`src/sv/rvdec_pkg.sv`:
```
// Package for the RV32IM instruction decoder: opcodes, funct fields,
// mnemonic and format codes. No dependencies.
package rvdec_pkg;

  localparam int unsigned WORD_W = 32;
  localparam int unsigned REG_W  = 5;
  localparam int unsigned IMM_W  = 21;
  localparam int unsigned MNEM_W = 6;
  localparam int unsigned FMT_W  = 3;

  // Major opcodes, bits 6..0.
  localparam logic [6:0] OPC_R      = 7'h33;
  localparam logic [6:0] OPC_IALU   = 7'h13;
  localparam logic [6:0] OPC_LOAD   = 7'h03;
  localparam logic [6:0] OPC_JALR   = 7'h67;
  localparam logic [6:0] OPC_STORE  = 7'h23;
  localparam logic [6:0] OPC_BRANCH = 7'h63;
  localparam logic [6:0] OPC_LUI    = 7'h37;
  localparam logic [6:0] OPC_AUIPC  = 7'h17;
  localparam logic [6:0] OPC_JAL    = 7'h6F;
  localparam logic [6:0] OPC_SYSTEM = 7'h73;

  // funct7 classes for register-register operations.
  localparam logic [6:0] F7_BASE   = 7'h00;
  localparam logic [6:0] F7_MULDIV = 7'h01;
  localparam logic [6:0] F7_ALT    = 7'h20;

  // funct3 codes of the ALU group (the M extension reuses the same slots).
  localparam logic [2:0] F3_ADD  = 3'd0;
  localparam logic [2:0] F3_SLL  = 3'd1;
  localparam logic [2:0] F3_SLT  = 3'd2;
  localparam logic [2:0] F3_SLTU = 3'd3;
  localparam logic [2:0] F3_XOR  = 3'd4;
  localparam logic [2:0] F3_SR   = 3'd5;
  localparam logic [2:0] F3_OR   = 3'd6;
  localparam logic [2:0] F3_AND  = 3'd7;

  // funct3 codes of loads and stores.
  localparam logic [2:0] F3_B  = 3'd0;
  localparam logic [2:0] F3_H  = 3'd1;
  localparam logic [2:0] F3_W  = 3'd2;
  localparam logic [2:0] F3_BU = 3'd4;
  localparam logic [2:0] F3_HU = 3'd5;

  // funct3 codes of branches.
  localparam logic [2:0] F3_BEQ  = 3'd0;
  localparam logic [2:0] F3_BNE  = 3'd1;
  localparam logic [2:0] F3_BLT  = 3'd4;
  localparam logic [2:0] F3_BGE  = 3'd5;
  localparam logic [2:0] F3_BLTU = 3'd6;
  localparam logic [2:0] F3_BGEU = 3'd7;

  typedef enum logic [MNEM_W-1:0] {
    MN_ADD, MN_SUB, MN_SLL, MN_SLT, MN_SLTU, MN_XOR, MN_SRL, MN_SRA, MN_OR, MN_AND,
    MN_MUL, MN_MULH, MN_MULHU, MN_DIV, MN_DIVU, MN_REM, MN_REMU,
    MN_ADDI, MN_SLLI, MN_SLTI, MN_SLTIU, MN_XORI, MN_SRLI, MN_SRAI, MN_ORI, MN_ANDI,
    MN_LB, MN_LH, MN_LW, MN_LBU, MN_LHU, MN_JALR,
    MN_SB, MN_SH, MN_SW,
    MN_BEQ, MN_BNE, MN_BLT, MN_BGE, MN_BLTU, MN_BGEU,
    MN_LUI, MN_AUIPC, MN_JAL, MN_ECALL
  } mnem_t;

  typedef enum logic [FMT_W-1:0] {
    FMT_R, FMT_I, FMT_LOAD, FMT_STORE, FMT_BRANCH, FMT_U, FMT_JSYS
  } fmt_t;

endpackage

```
`src/sv/rv32im_instruction_decoder.sv`:
```
// RV32IM instruction decoder: input register, decode logic, result register.
// Depends on rvdec_pkg.
//
//   channel | ports                              | direction
//   --------+------------------------------------+----------
//   input   | in_valid, in_ready, in_instruction_word | in
//   result  | out_valid, out_ready, out_is_valid .. out_immediate | out
//
// Each accepted request is registered in the input register and then, once the result
// register can load, decoded into the result register; one request per cycle is
// sustained while the result is not stalled. The result register takes a new decode
// whenever it is empty or being drained; a stalled result holds the input register,
// and a new request is still taken while the input register is empty. Reset
// (rst_n, synchronous, low) empties both registers; the block keeps no other state.
module rv32im_instruction_decoder
  import rvdec_pkg::*;
(
  input  logic                     clk,
  input  logic                     rst_n,
  input  logic                     in_valid,
  output logic                     in_ready,
  input  logic [WORD_W-1:0]        in_instruction_word,
  output logic                     out_valid,
  input  logic                     out_ready,
  output logic                     out_is_valid,
  output logic [MNEM_W-1:0]        out_mnemonic,
  output logic [FMT_W-1:0]         out_format_kind,
  output logic [REG_W-1:0]         out_dest_reg,
  output logic [REG_W-1:0]         out_src1_reg,
  output logic [REG_W-1:0]         out_src2_reg,
  output logic signed [IMM_W-1:0]  out_immediate
);

  logic                     s1_valid_r;
  logic [WORD_W-1:0]        s1_word_r;
  logic                     out_valid_r;
  logic                     is_valid_r;
  logic [MNEM_W-1:0]        mnem_r;
  logic [FMT_W-1:0]         fmt_r;
  logic [REG_W-1:0]         rd_r;
  logic [REG_W-1:0]         rs1_r;
  logic [REG_W-1:0]         rs2_r;
  logic signed [IMM_W-1:0]  imm_r;

  logic                     out_load;
  logic                     in_accept;

  logic                     d_ok;
  mnem_t                    d_mnem;
  fmt_t                     d_fmt;
  logic [IMM_W-1:0]         d_imm;
  logic                     is_valid_nxt;
  logic [MNEM_W-1:0]        mnem_nxt;
  logic [FMT_W-1:0]         fmt_nxt;
  logic signed [IMM_W-1:0]  imm_nxt;

  logic [6:0]               opc;
  logic [2:0]               f3;
  logic [6:0]               f7;
  logic [IMM_W-1:0]         imm_i;
  logic [IMM_W-1:0]         imm_s;
  logic [IMM_W-1:0]         imm_b;
  logic [IMM_W-1:0]         imm_j;
  logic [IMM_W-1:0]         imm_u;
  logic [IMM_W-1:0]         imm_sh;

  // The input register moves on whenever the result register can load.
  assign out_load  = !out_valid_r || out_ready;
  assign in_ready  = !s1_valid_r || out_load;
  assign in_accept = in_valid && in_ready;

  always_ff @(posedge clk) begin
    if (!rst_n) begin
      s1_valid_r  <= 1'b0;
      out_valid_r <= 1'b0;
    end else begin
      if (in_accept) begin
        s1_valid_r <= 1'b1;
      end else if (out_load) begin
        s1_valid_r <= 1'b0;
      end
      if (out_load) begin
        out_valid_r <= s1_valid_r;
      end
    end
  end

  always_ff @(posedge clk) begin
    if (in_accept) begin
      s1_word_r <= in_instruction_word;
    end
    if (out_load && s1_valid_r) begin
      is_valid_r <= is_valid_nxt;
      mnem_r     <= mnem_nxt;
      fmt_r      <= fmt_nxt;
      rd_r       <= s1_word_r[11:7];
      rs1_r      <= s1_word_r[19:15];
      rs2_r      <= s1_word_r[24:20];
      imm_r      <= imm_nxt;
    end
  end

  assign opc = s1_word_r[6:0];
  assign f3  = s1_word_r[14:12];
  assign f7  = s1_word_r[31:25];

  assign imm_i  = {{9{s1_word_r[31]}}, s1_word_r[31:20]};
  assign imm_s  = {{9{s1_word_r[31]}}, s1_word_r[31:25], s1_word_r[11:7]};
  assign imm_b  = {{8{s1_word_r[31]}}, s1_word_r[31], s1_word_r[7], s1_word_r[30:25],
                   s1_word_r[11:8], 1'b0};
  assign imm_j  = {s1_word_r[31], s1_word_r[19:12], s1_word_r[20], s1_word_r[30:21], 1'b0};
  assign imm_u  = {1'b0, s1_word_r[31:12]};
  assign imm_sh = {{(IMM_W-REG_W){1'b0}}, s1_word_r[24:20]};

  always_comb begin
    d_ok   = 1'b1;
    d_mnem = MN_ADD;
    d_fmt  = FMT_R;
    d_imm  = '0;
    unique case (opc)
      OPC_R: begin
        d_fmt = FMT_R;
        unique case (f3)
          F3_ADD: begin
            if (f7 == F7_BASE)        d_mnem = MN_ADD;
            else if (f7 == F7_MULDIV) d_mnem = MN_MUL;
            else if (f7 == F7_ALT)    d_mnem = MN_SUB;
            else                      d_ok   = 1'b0;
          end
          F3_SLL: begin
            if (f7 == F7_BASE)        d_mnem = MN_SLL;
            else if (f7 == F7_MULDIV) d_mnem = MN_MULH;
            else                      d_ok   = 1'b0;
          end
          F3_SLT: begin
            // The signed-by-unsigned high multiply is not supported.
            if (f7 == F7_BASE)        d_mnem = MN_SLT;
            else                      d_ok   = 1'b0;
          end
          F3_SLTU: begin
            if (f7 == F7_BASE)        d_mnem = MN_SLTU;
            else if (f7 == F7_MULDIV) d_mnem = MN_MULHU;
            else                      d_ok   = 1'b0;
          end
          F3_XOR: begin
            if (f7 == F7_BASE)        d_mnem = MN_XOR;
            else if (f7 == F7_MULDIV) d_mnem = MN_DIV;
            else                      d_ok   = 1'b0;
          end
          F3_SR: begin
            if (f7 == F7_BASE)        d_mnem = MN_SRL;
            else if (f7 == F7_MULDIV) d_mnem = MN_DIVU;
            else if (f7 == F7_ALT)    d_mnem = MN_SRA;
            else                      d_ok   = 1'b0;
          end
          F3_OR: begin
            if (f7 == F7_BASE)        d_mnem = MN_OR;
            else if (f7 == F7_MULDIV) d_mnem = MN_REM;
            else                      d_ok   = 1'b0;
          end
          F3_AND: begin
            if (f7 == F7_BASE)        d_mnem = MN_AND;
            else if (f7 == F7_MULDIV) d_mnem = MN_REMU;
            else                      d_ok   = 1'b0;
          end
        endcase
      end
      OPC_IALU: begin
        d_fmt = FMT_I;
        d_imm = imm_i;
        unique case (f3)
          F3_ADD:  d_mnem = MN_ADDI;
          F3_SLL:  d_mnem = MN_SLLI;
          F3_SLT:  d_mnem = MN_SLTI;
          F3_SLTU: d_mnem = MN_SLTIU;
          F3_XOR:  d_mnem = MN_XORI;
          F3_SR: begin
            // Any upper bit set selects the arithmetic shift.
            d_mnem = (f7 != F7_BASE) ? MN_SRAI : MN_SRLI;
            d_imm  = imm_sh;
          end
          F3_OR:   d_mnem = MN_ORI;
          F3_AND:  d_mnem = MN_ANDI;
        endcase
      end
      OPC_LOAD: begin
        d_fmt = FMT_LOAD;
        d_imm = imm_i;
        unique case (f3)
          F3_B:    d_mnem = MN_LB;
          F3_H:    d_mnem = MN_LH;
          F3_W:    d_mnem = MN_LW;
          F3_BU:   d_mnem = MN_LBU;
          F3_HU:   d_mnem = MN_LHU;
          default: d_ok   = 1'b0;
        endcase
      end
      OPC_JALR: begin
        d_mnem = MN_JALR;
        d_fmt  = FMT_I;
        d_imm  = imm_i;
      end
      OPC_STORE: begin
        d_fmt = FMT_STORE;
        d_imm = imm_s;
        unique case (f3)
          F3_B:    d_mnem = MN_SB;
          F3_H:    d_mnem = MN_SH;
          F3_W:    d_mnem = MN_SW;
          default: d_ok   = 1'b0;
        endcase
      end
      OPC_BRANCH: begin
        d_fmt = FMT_BRANCH;
        d_imm = imm_b;
        unique case (f3)
          F3_BEQ:  d_mnem = MN_BEQ;
          F3_BNE:  d_mnem = MN_BNE;
          F3_BLT:  d_mnem = MN_BLT;
          F3_BGE:  d_mnem = MN_BGE;
          F3_BLTU: d_mnem = MN_BLTU;
          F3_BGEU: d_mnem = MN_BGEU;
          default: d_ok   = 1'b0;
        endcase
      end
      OPC_LUI: begin
        d_mnem = MN_LUI;
        d_fmt  = FMT_U;
        d_imm  = imm_u;
      end
      OPC_AUIPC: begin
        d_mnem = MN_AUIPC;
        d_fmt  = FMT_U;
        d_imm  = imm_u;
      end
      OPC_JAL: begin
        d_mnem = MN_JAL;
        d_fmt  = FMT_JSYS;
        d_imm  = imm_j;
      end
      OPC_SYSTEM: begin
        // Every system opcode is reported as ecall.
        d_mnem = MN_ECALL;
        d_fmt  = FMT_JSYS;
      end
      default: begin
        d_ok = 1'b0;
      end
    endcase
  end

  // An unsupported word reports zero in the mnemonic, format and immediate fields.
  assign is_valid_nxt = d_ok;
  assign mnem_nxt     = d_ok ? MNEM_W'(d_mnem) : '0;
  assign fmt_nxt      = d_ok ? FMT_W'(d_fmt) : '0;
  assign imm_nxt      = d_ok ? $signed(d_imm) : '0;

  assign out_valid       = out_valid_r;
  assign out_is_valid    = is_valid_r;
  assign out_mnemonic    = mnem_r;
  assign out_format_kind = fmt_r;
  assign out_dest_reg    = rd_r;
  assign out_src1_reg    = rs1_r;
  assign out_src2_reg    = rs2_r;
  assign out_immediate   = imm_r;

`ifndef NO_ASSERTIONS
  a_invalid_zero: assert property (@(posedge clk) disable iff (!rst_n)
    (out_valid_r && !is_valid_r) |-> (mnem_r == '0 && fmt_r == '0 && imm_r == '0))
    else $error("unsupported word reported with non-zero decode fields");

  a_rtype_no_imm: assert property (@(posedge clk) disable iff (!rst_n)
    (out_valid_r && is_valid_r && fmt_r == FMT_W'(FMT_R)) |-> (imm_r == '0))
    else $error("register-register operation carries an immediate");

  a_hold_stage: assert property (@(posedge clk) disable iff (!rst_n)
    (s1_valid_r && !out_load) |=> (s1_valid_r && $stable(s1_word_r)))
    else $error("input register lost its request while the result stalled");

  a_take_request: assert property (@(posedge clk) disable iff (!rst_n)
    (s1_valid_r && out_load) |=> out_valid_r)
    else $error("request in input register did not reach the result register");
`endif

endmodule
```
`config.mk`:
```
export PLATFORM = sky130hd
export DESIGN_NAME = rv32im_instruction_decoder
export DESIGN_NICKNAME = d
export VERILOG_FILES = /design/src/sv/rvdec_pkg.sv /design/src/sv/rv32im_instruction_decoder.sv
export SDC_FILE = /design/constraint.sdc
export NUM_CORES = 1
export LEC_CHECK = 0
export BUFFER_PORTS_ARGS = -buffer_cell sky130_fd_sc_hd__buf_2
export CORE_MARGIN = 1.5
export CORE_UTILIZATION = 30
export DETAILED_ROUTE_END_ITERATION = 6
export GPL_ROUTABILITY_DRIVEN = 1
export PLACE_DENSITY_LB_ADDON = 0.08
export SYNTH_ARGS = -nofsm -noshare
export SYNTH_HDL_FRONTEND = slang
export SYNTH_SLANG_ARGS = --single-unit
```
`constraint.sdc`:
```
create_clock -name clk -period 8.1 [get_ports clk]
set_clock_uncertainty 0.1 [all_clocks]
set_input_delay 2.43 -clock clk [delete_from_list [all_inputs] [get_ports clk]]
set_output_delay 2.43 -clock clk [all_outputs]
set_load 0.01 [all_outputs]
```
# Yosys cells after proc, flatten, opt, wreduce, memory -nomap -nowiden

Cells that the tools add are included.

Bits in registers: 80
Bits in latches: 0
Memory bits (writable): 0
Bits in read-only memories: 0
Bits of input ports: 36
Word-level logic and storage cells: 89
Memories kept: 0

Add/sub/neg operators: 0
Multipliers: 0
Divide/modulo/power cells: 0
Magnitude comparators: 0
Equality and inequality tests: 19
Shift operators: 0
Muxes and demuxes: 40
Bitwise operators: 0
Reductions and logical operators: 20

Operators by type and width:

| kind                                          | count |
|---|---|
| case mux 21 bit (6 select lines)              | 1 |
| case mux 6 bit (8 select lines)               | 2 |
| case mux 6 bit (10 select lines)              | 1 |
| two-way mux 4 bit                             | 12 |
| case mux 6 bit (6 select lines)               | 1 |
| == test 7 x 6 -> 1 bit, second input constant | 4 |
| == test 7 bit, second input constant          | 4 |
| case mux 5 bit (5 select lines)               | 1 |
| two-way mux 21 bit                            | 1 |
| case mux 3 bit (6 select lines)               | 1 |
| case mux 6 bit (3 select lines)               | 1 |
| == test 7 x 5 -> 1 bit, second input constant | 2 |
| two-way mux 1 bit                             | 13 |
| == test 3 bit, second input constant          | 4 |
| OR reduction 6 bit                            | 2 |
| two-way mux 5 bit                             | 2 |
| OR reduction 2 bit                            | 5 |
| OR reduction 5 bit                            | 2 |
| == test 7 x 1 -> 1 bit, second input constant | 1 |
| == test 7 x 2 -> 1 bit, second input constant | 1 |
| zero test 7 bit                               | 1 |
| nonzero test 7 bit                            | 1 |
| == test 3 x 2 -> 1 bit, second input constant | 2 |
| case mux 1 bit (5 select lines)               | 1 |
| 10 further kinds                              | 13 |

# Longest topological paths before layout

Word-level depth: 6
Mapped depth: 8

# Worst setup path after synthesis

OpenSTA, ideal clock, no wires.

Path type: input port to output port
Start: input port out_ready
End: output port in_ready
Arrival time: 2.746 ns
Required time: 5.570 ns
Path slack: 2.824 ns
Stages on the path: 2
Cell sequence: nor2b_1 -> nand2_1

Word-level cells in the longest chain between the ends: 2

Ends and longest elaborated chain:

| item             | line                             | RTL |
|---|---|---|
| start, declared  | rv32im_instruction_decoder.sv:24 | `input logic out_ready,` |
| logical OR 1 bit | rv32im_instruction_decoder.sv:68 | `assign out_load = !out_valid_r \|\| out_ready;` |
| logical OR 1 bit | rv32im_instruction_decoder.sv:69 | `assign in_ready = !s1_valid_r \|\| out_load;` |
| end, declared    | rv32im_instruction_decoder.sv:21 | `output logic in_ready,` |

Every way passes these cells.

# Final worst setup path

Same ends and word-level chain as after synthesis.

==> results.md <==
* Status: completed
* Setup TNS at 0 ns
* Crit path max-delay family: simple AND/OR/NAND/NOR gates
* Critical Path Fanout Max at 4
* Post-CTS Hold Fix Bufs at 0
* Die area at ~13000 µm²
* Chip height at 114 µm
* Dpl cells at around 500
* RSZ-0062 raised after global routing: false
* DP Area at 4170 µm²
* Setup violators final at 0
* Post-synth top cells: 78 x edfxtp_1, 20 x a21oi_1, 18 x nand2_1, 18 x nor2_1, 15 x a22oi_1
* RD Place Congestion at 0.816
* Largest family of logic cells by synthesized area: compound AO/OA/AOI/OAI gates
* Syn_area_per_cell at roughly 13 µm²
* Synth top area cells: edfxtp_1 64%, a22oi_1 3.1%, a21oi_1 2.7%, nor2b_1 1.9%, nand2_1 1.8%
* Startpoint class of the critical path: input port
* GRT Overall Usage at about 14%
* Layout cells sized above 1 at between 30% and 40%
* Biggest register: s1_word_r
* Initial antenna violation count at 0
* Placement Setup Slack at roughly 2.4 ns
* Area grow syn2layout at 22.5%
* Post-Synthesis Cells at ~290
* H-tree Lvls at 3
* CTS clk-pin slew, worst paths at 0.07 ns
* Compound-cell area share of the yosys netlist at approximately 17%
* Initial DRC Count at ~180
* Worst Setup Path Type: input port to primary output
* R2r setup slk at around 5 ns
* Largest net degree at the start of global routing at 47
* Crit-path most repeated cell: buf_2
* CTS Root Cell: clkbuf_16
* Slowest-stage cell, CP: nor2b_1
* WL final at approximately 9000 µm
* Hold Crit Endpoint: out_dest_reg[4]$_DFFE_PP_
* Yosys cell types at 56
* Hold Path Stages at 0
* Reg2reg end: out_immediate[20]$_SDFFCE_PN0P_
* Final hold vios at 0
* Pins over their slew limit at 0
* Register area share after synthesis at 65.0%
* Ant diodes at 0
* Mapped cell area at between 3000 and 4000 µm²
* Pwr Density at roughly 220 nW/µm²
* Mux contribution to synthesized area at less than 1%
* Input/output buffers at 83
* Routed wire length per instance at 18.0 µm
* Peak supply drop at ~0.084 mV
* Fillers at 1155
* Crit path buf inv count at 2
* Clock sink count at 80
* HP Class: register to register
* Max_cap viols at 0
* Design Power at 1.01 mW
* R2R cell count at 5
* WP data required at 5.57 ns
* Worst hold start: s1_word_r[11]$_DFFE_PP_
* CTS Buffer Depth at 2
* Largest register FFs at 32
* Starting Density at between 30% and 40%
* Synth async-reset ratio at 0%
* Number of global-route vias before repair at between 2000 and 2500
* CTS resizes at 0
* Reg area at roughly 2400 µm²
* YS warnings at 0
* Clk Latency, worst-skew pair at 0.33 ns
* Routed vias at 2629
* Die Span X at about 110 µm
* Core area at 12000 µm²
* Xor/xnor share of the synthesized area at less than 1%
* Final #Nets at 397
* Routed Antenna Nets at 0
* Most frequent cell after synthesis: edfxtp_1
* Final Cycle Share at a little over two thirds
* Flops & latches, synth at 80
* Reg-to-Reg Start: s1_word_r[14]$_DFFE_PP_
* Worst-margin pin slew at 1.10 ns
* Top cell type's share of synthesized area at 63.9%
* Syn_nets at 322
* IO Pins at 84
* Worst rel slew slack at a little over a quarter
* # rows at 40
* CP Cell Sequence: buf_2, nor2b_1, nand2_1, buf_2
* LEAKAGE at ~1.6 nW
* Area of the multi-input gates at between 1000 and 1500 µm²
* Global-route wire length before repair at between 10000 and 15000 µm
* Highest clock rate at about 0.18 GHz
* Post-layout minimum cycle time at around 5.6 ns
* Final cell count without fillers at around 510
* Post-Synth Adder-Cell Area at 0%
* Crit end category: primary output
* CTS tree: done
* Post-synth EDFFs at 78
* Critical path's largest stage delay at a little over 0.3 ns
* Via density at between 5 and 6
* Synth area leader: edfxtp_1
* DPL Wire Length at around 6000 µm
* Dominant synthesized flop cell: edfxtp_1
* Post-route DRC at 0
* Design area at roughly 4500 µm²
* Post-synthesis simple-gate area fraction at 12.6%
* Gr ovfl total at 0
* Worst setup margin at about 2.5 ns
* Inserted Clock Buffers at 9
* Critical path arrival at about 3.1 ns
* First-pass DRT Iterations at 5
* Postcts setup bufs at 0
## worst register-to-register path, delay by kind of cell (launching register included)
| family | cells | cell delay, ns |
|---|---|---|
| flops | 1 | 0.79 |
| simple gates | 2 | 0.69 |
| compound gates | 3 | 1.25 |
## cells by family (layout without fill, tap and decap cells)
| kind of cell | after synthesis | in the layout |
|---|---|---|
| AOI/OAI and AO/OA | 86 | 86 |
| buffers and inverters | 29 | 109 |
| and+or+nand+nor | 87 | 87 |
| muxes | 3 | 3 |
| DFF | 80 | 80 |
| xor gates and xnor gates | 1 | 1 |
## cell type report
type	instances	share of cell area, %
clock buffers	10	5.10
clock inverters	6	2.03
inverters	6	0.502
multi-input cells	177	25.3
flip-flops and latches	80	53.1
well taps	147	4.10
repair buffers	87	9.92
## worst max path at each step
stage                          from        to  slack [ns]  depth (start not counted)
after floorplan           out_ready  in_ready        2.82                          2
after global placement    out_ready  in_ready        2.51                          4
after detailed placement  out_ready  in_ready        2.45                          4
after CTS                 out_ready  in_ready        2.46                          4
after global routing      out_ready  in_ready        2.41                          4
final                     out_ready  in_ready        2.47                          4
## where the power goes
part / internal, mW / switching [mW]
sequential: 0.478 / 0.0204
clock: 0.272 / 0.168
combinational: 0.0268 / 0.0410
## routing by layer
layer	wire length [µm]	GRT usage (%)	vias up	part of all wire [%]
met3	470	3.40	9	5.1
met4	107	4.67	0	1.2
met2	4230	21.7	75	46
met1	4420	20.5	1267	48
li1	-	-	1278	-
met5	0	0	-	0
## metrics by stage
stage | utilization, % | hold slack (ns)
floorplan | - | 0.325
global placement | 34.9 | 0.349
detailed placement | 34.9 | 0.346
CTS | 37.5 | 0.376
global route | 37.5 | 0.373
finish | 37.5 | 0.373
## layout by cell type, fill, tap and decap left out, drive strengths merged, types with 2 or more instances in the layout
master	netlist	routed
a21oi	21	21
a222oi	4	4
a22oi	15	15
a31o	3	3
a31oi	3	3
a32oi	4	4
and2	3	3
and3	2	2
and3b	2	2
and4	2	2
buf	12	87
bufinv	0	2
clkbuf	11	10
clkinv	0	2
dfxtp	2	2
edfxtp	78	78
inv	6	8
mux2i	3	3
nand2	18	18
nand2b	2	2
nand3	10	10
nand3b	2	2
nor2	18	18
nor2b	11	11
nor3	10	10
nor4	2	2
o211ai	7	7
o21a	2	2
o21ai	12	12
o31ai	2	2
o41ai	2	2
Note: power is estimated with default switching activity, not from simulation.
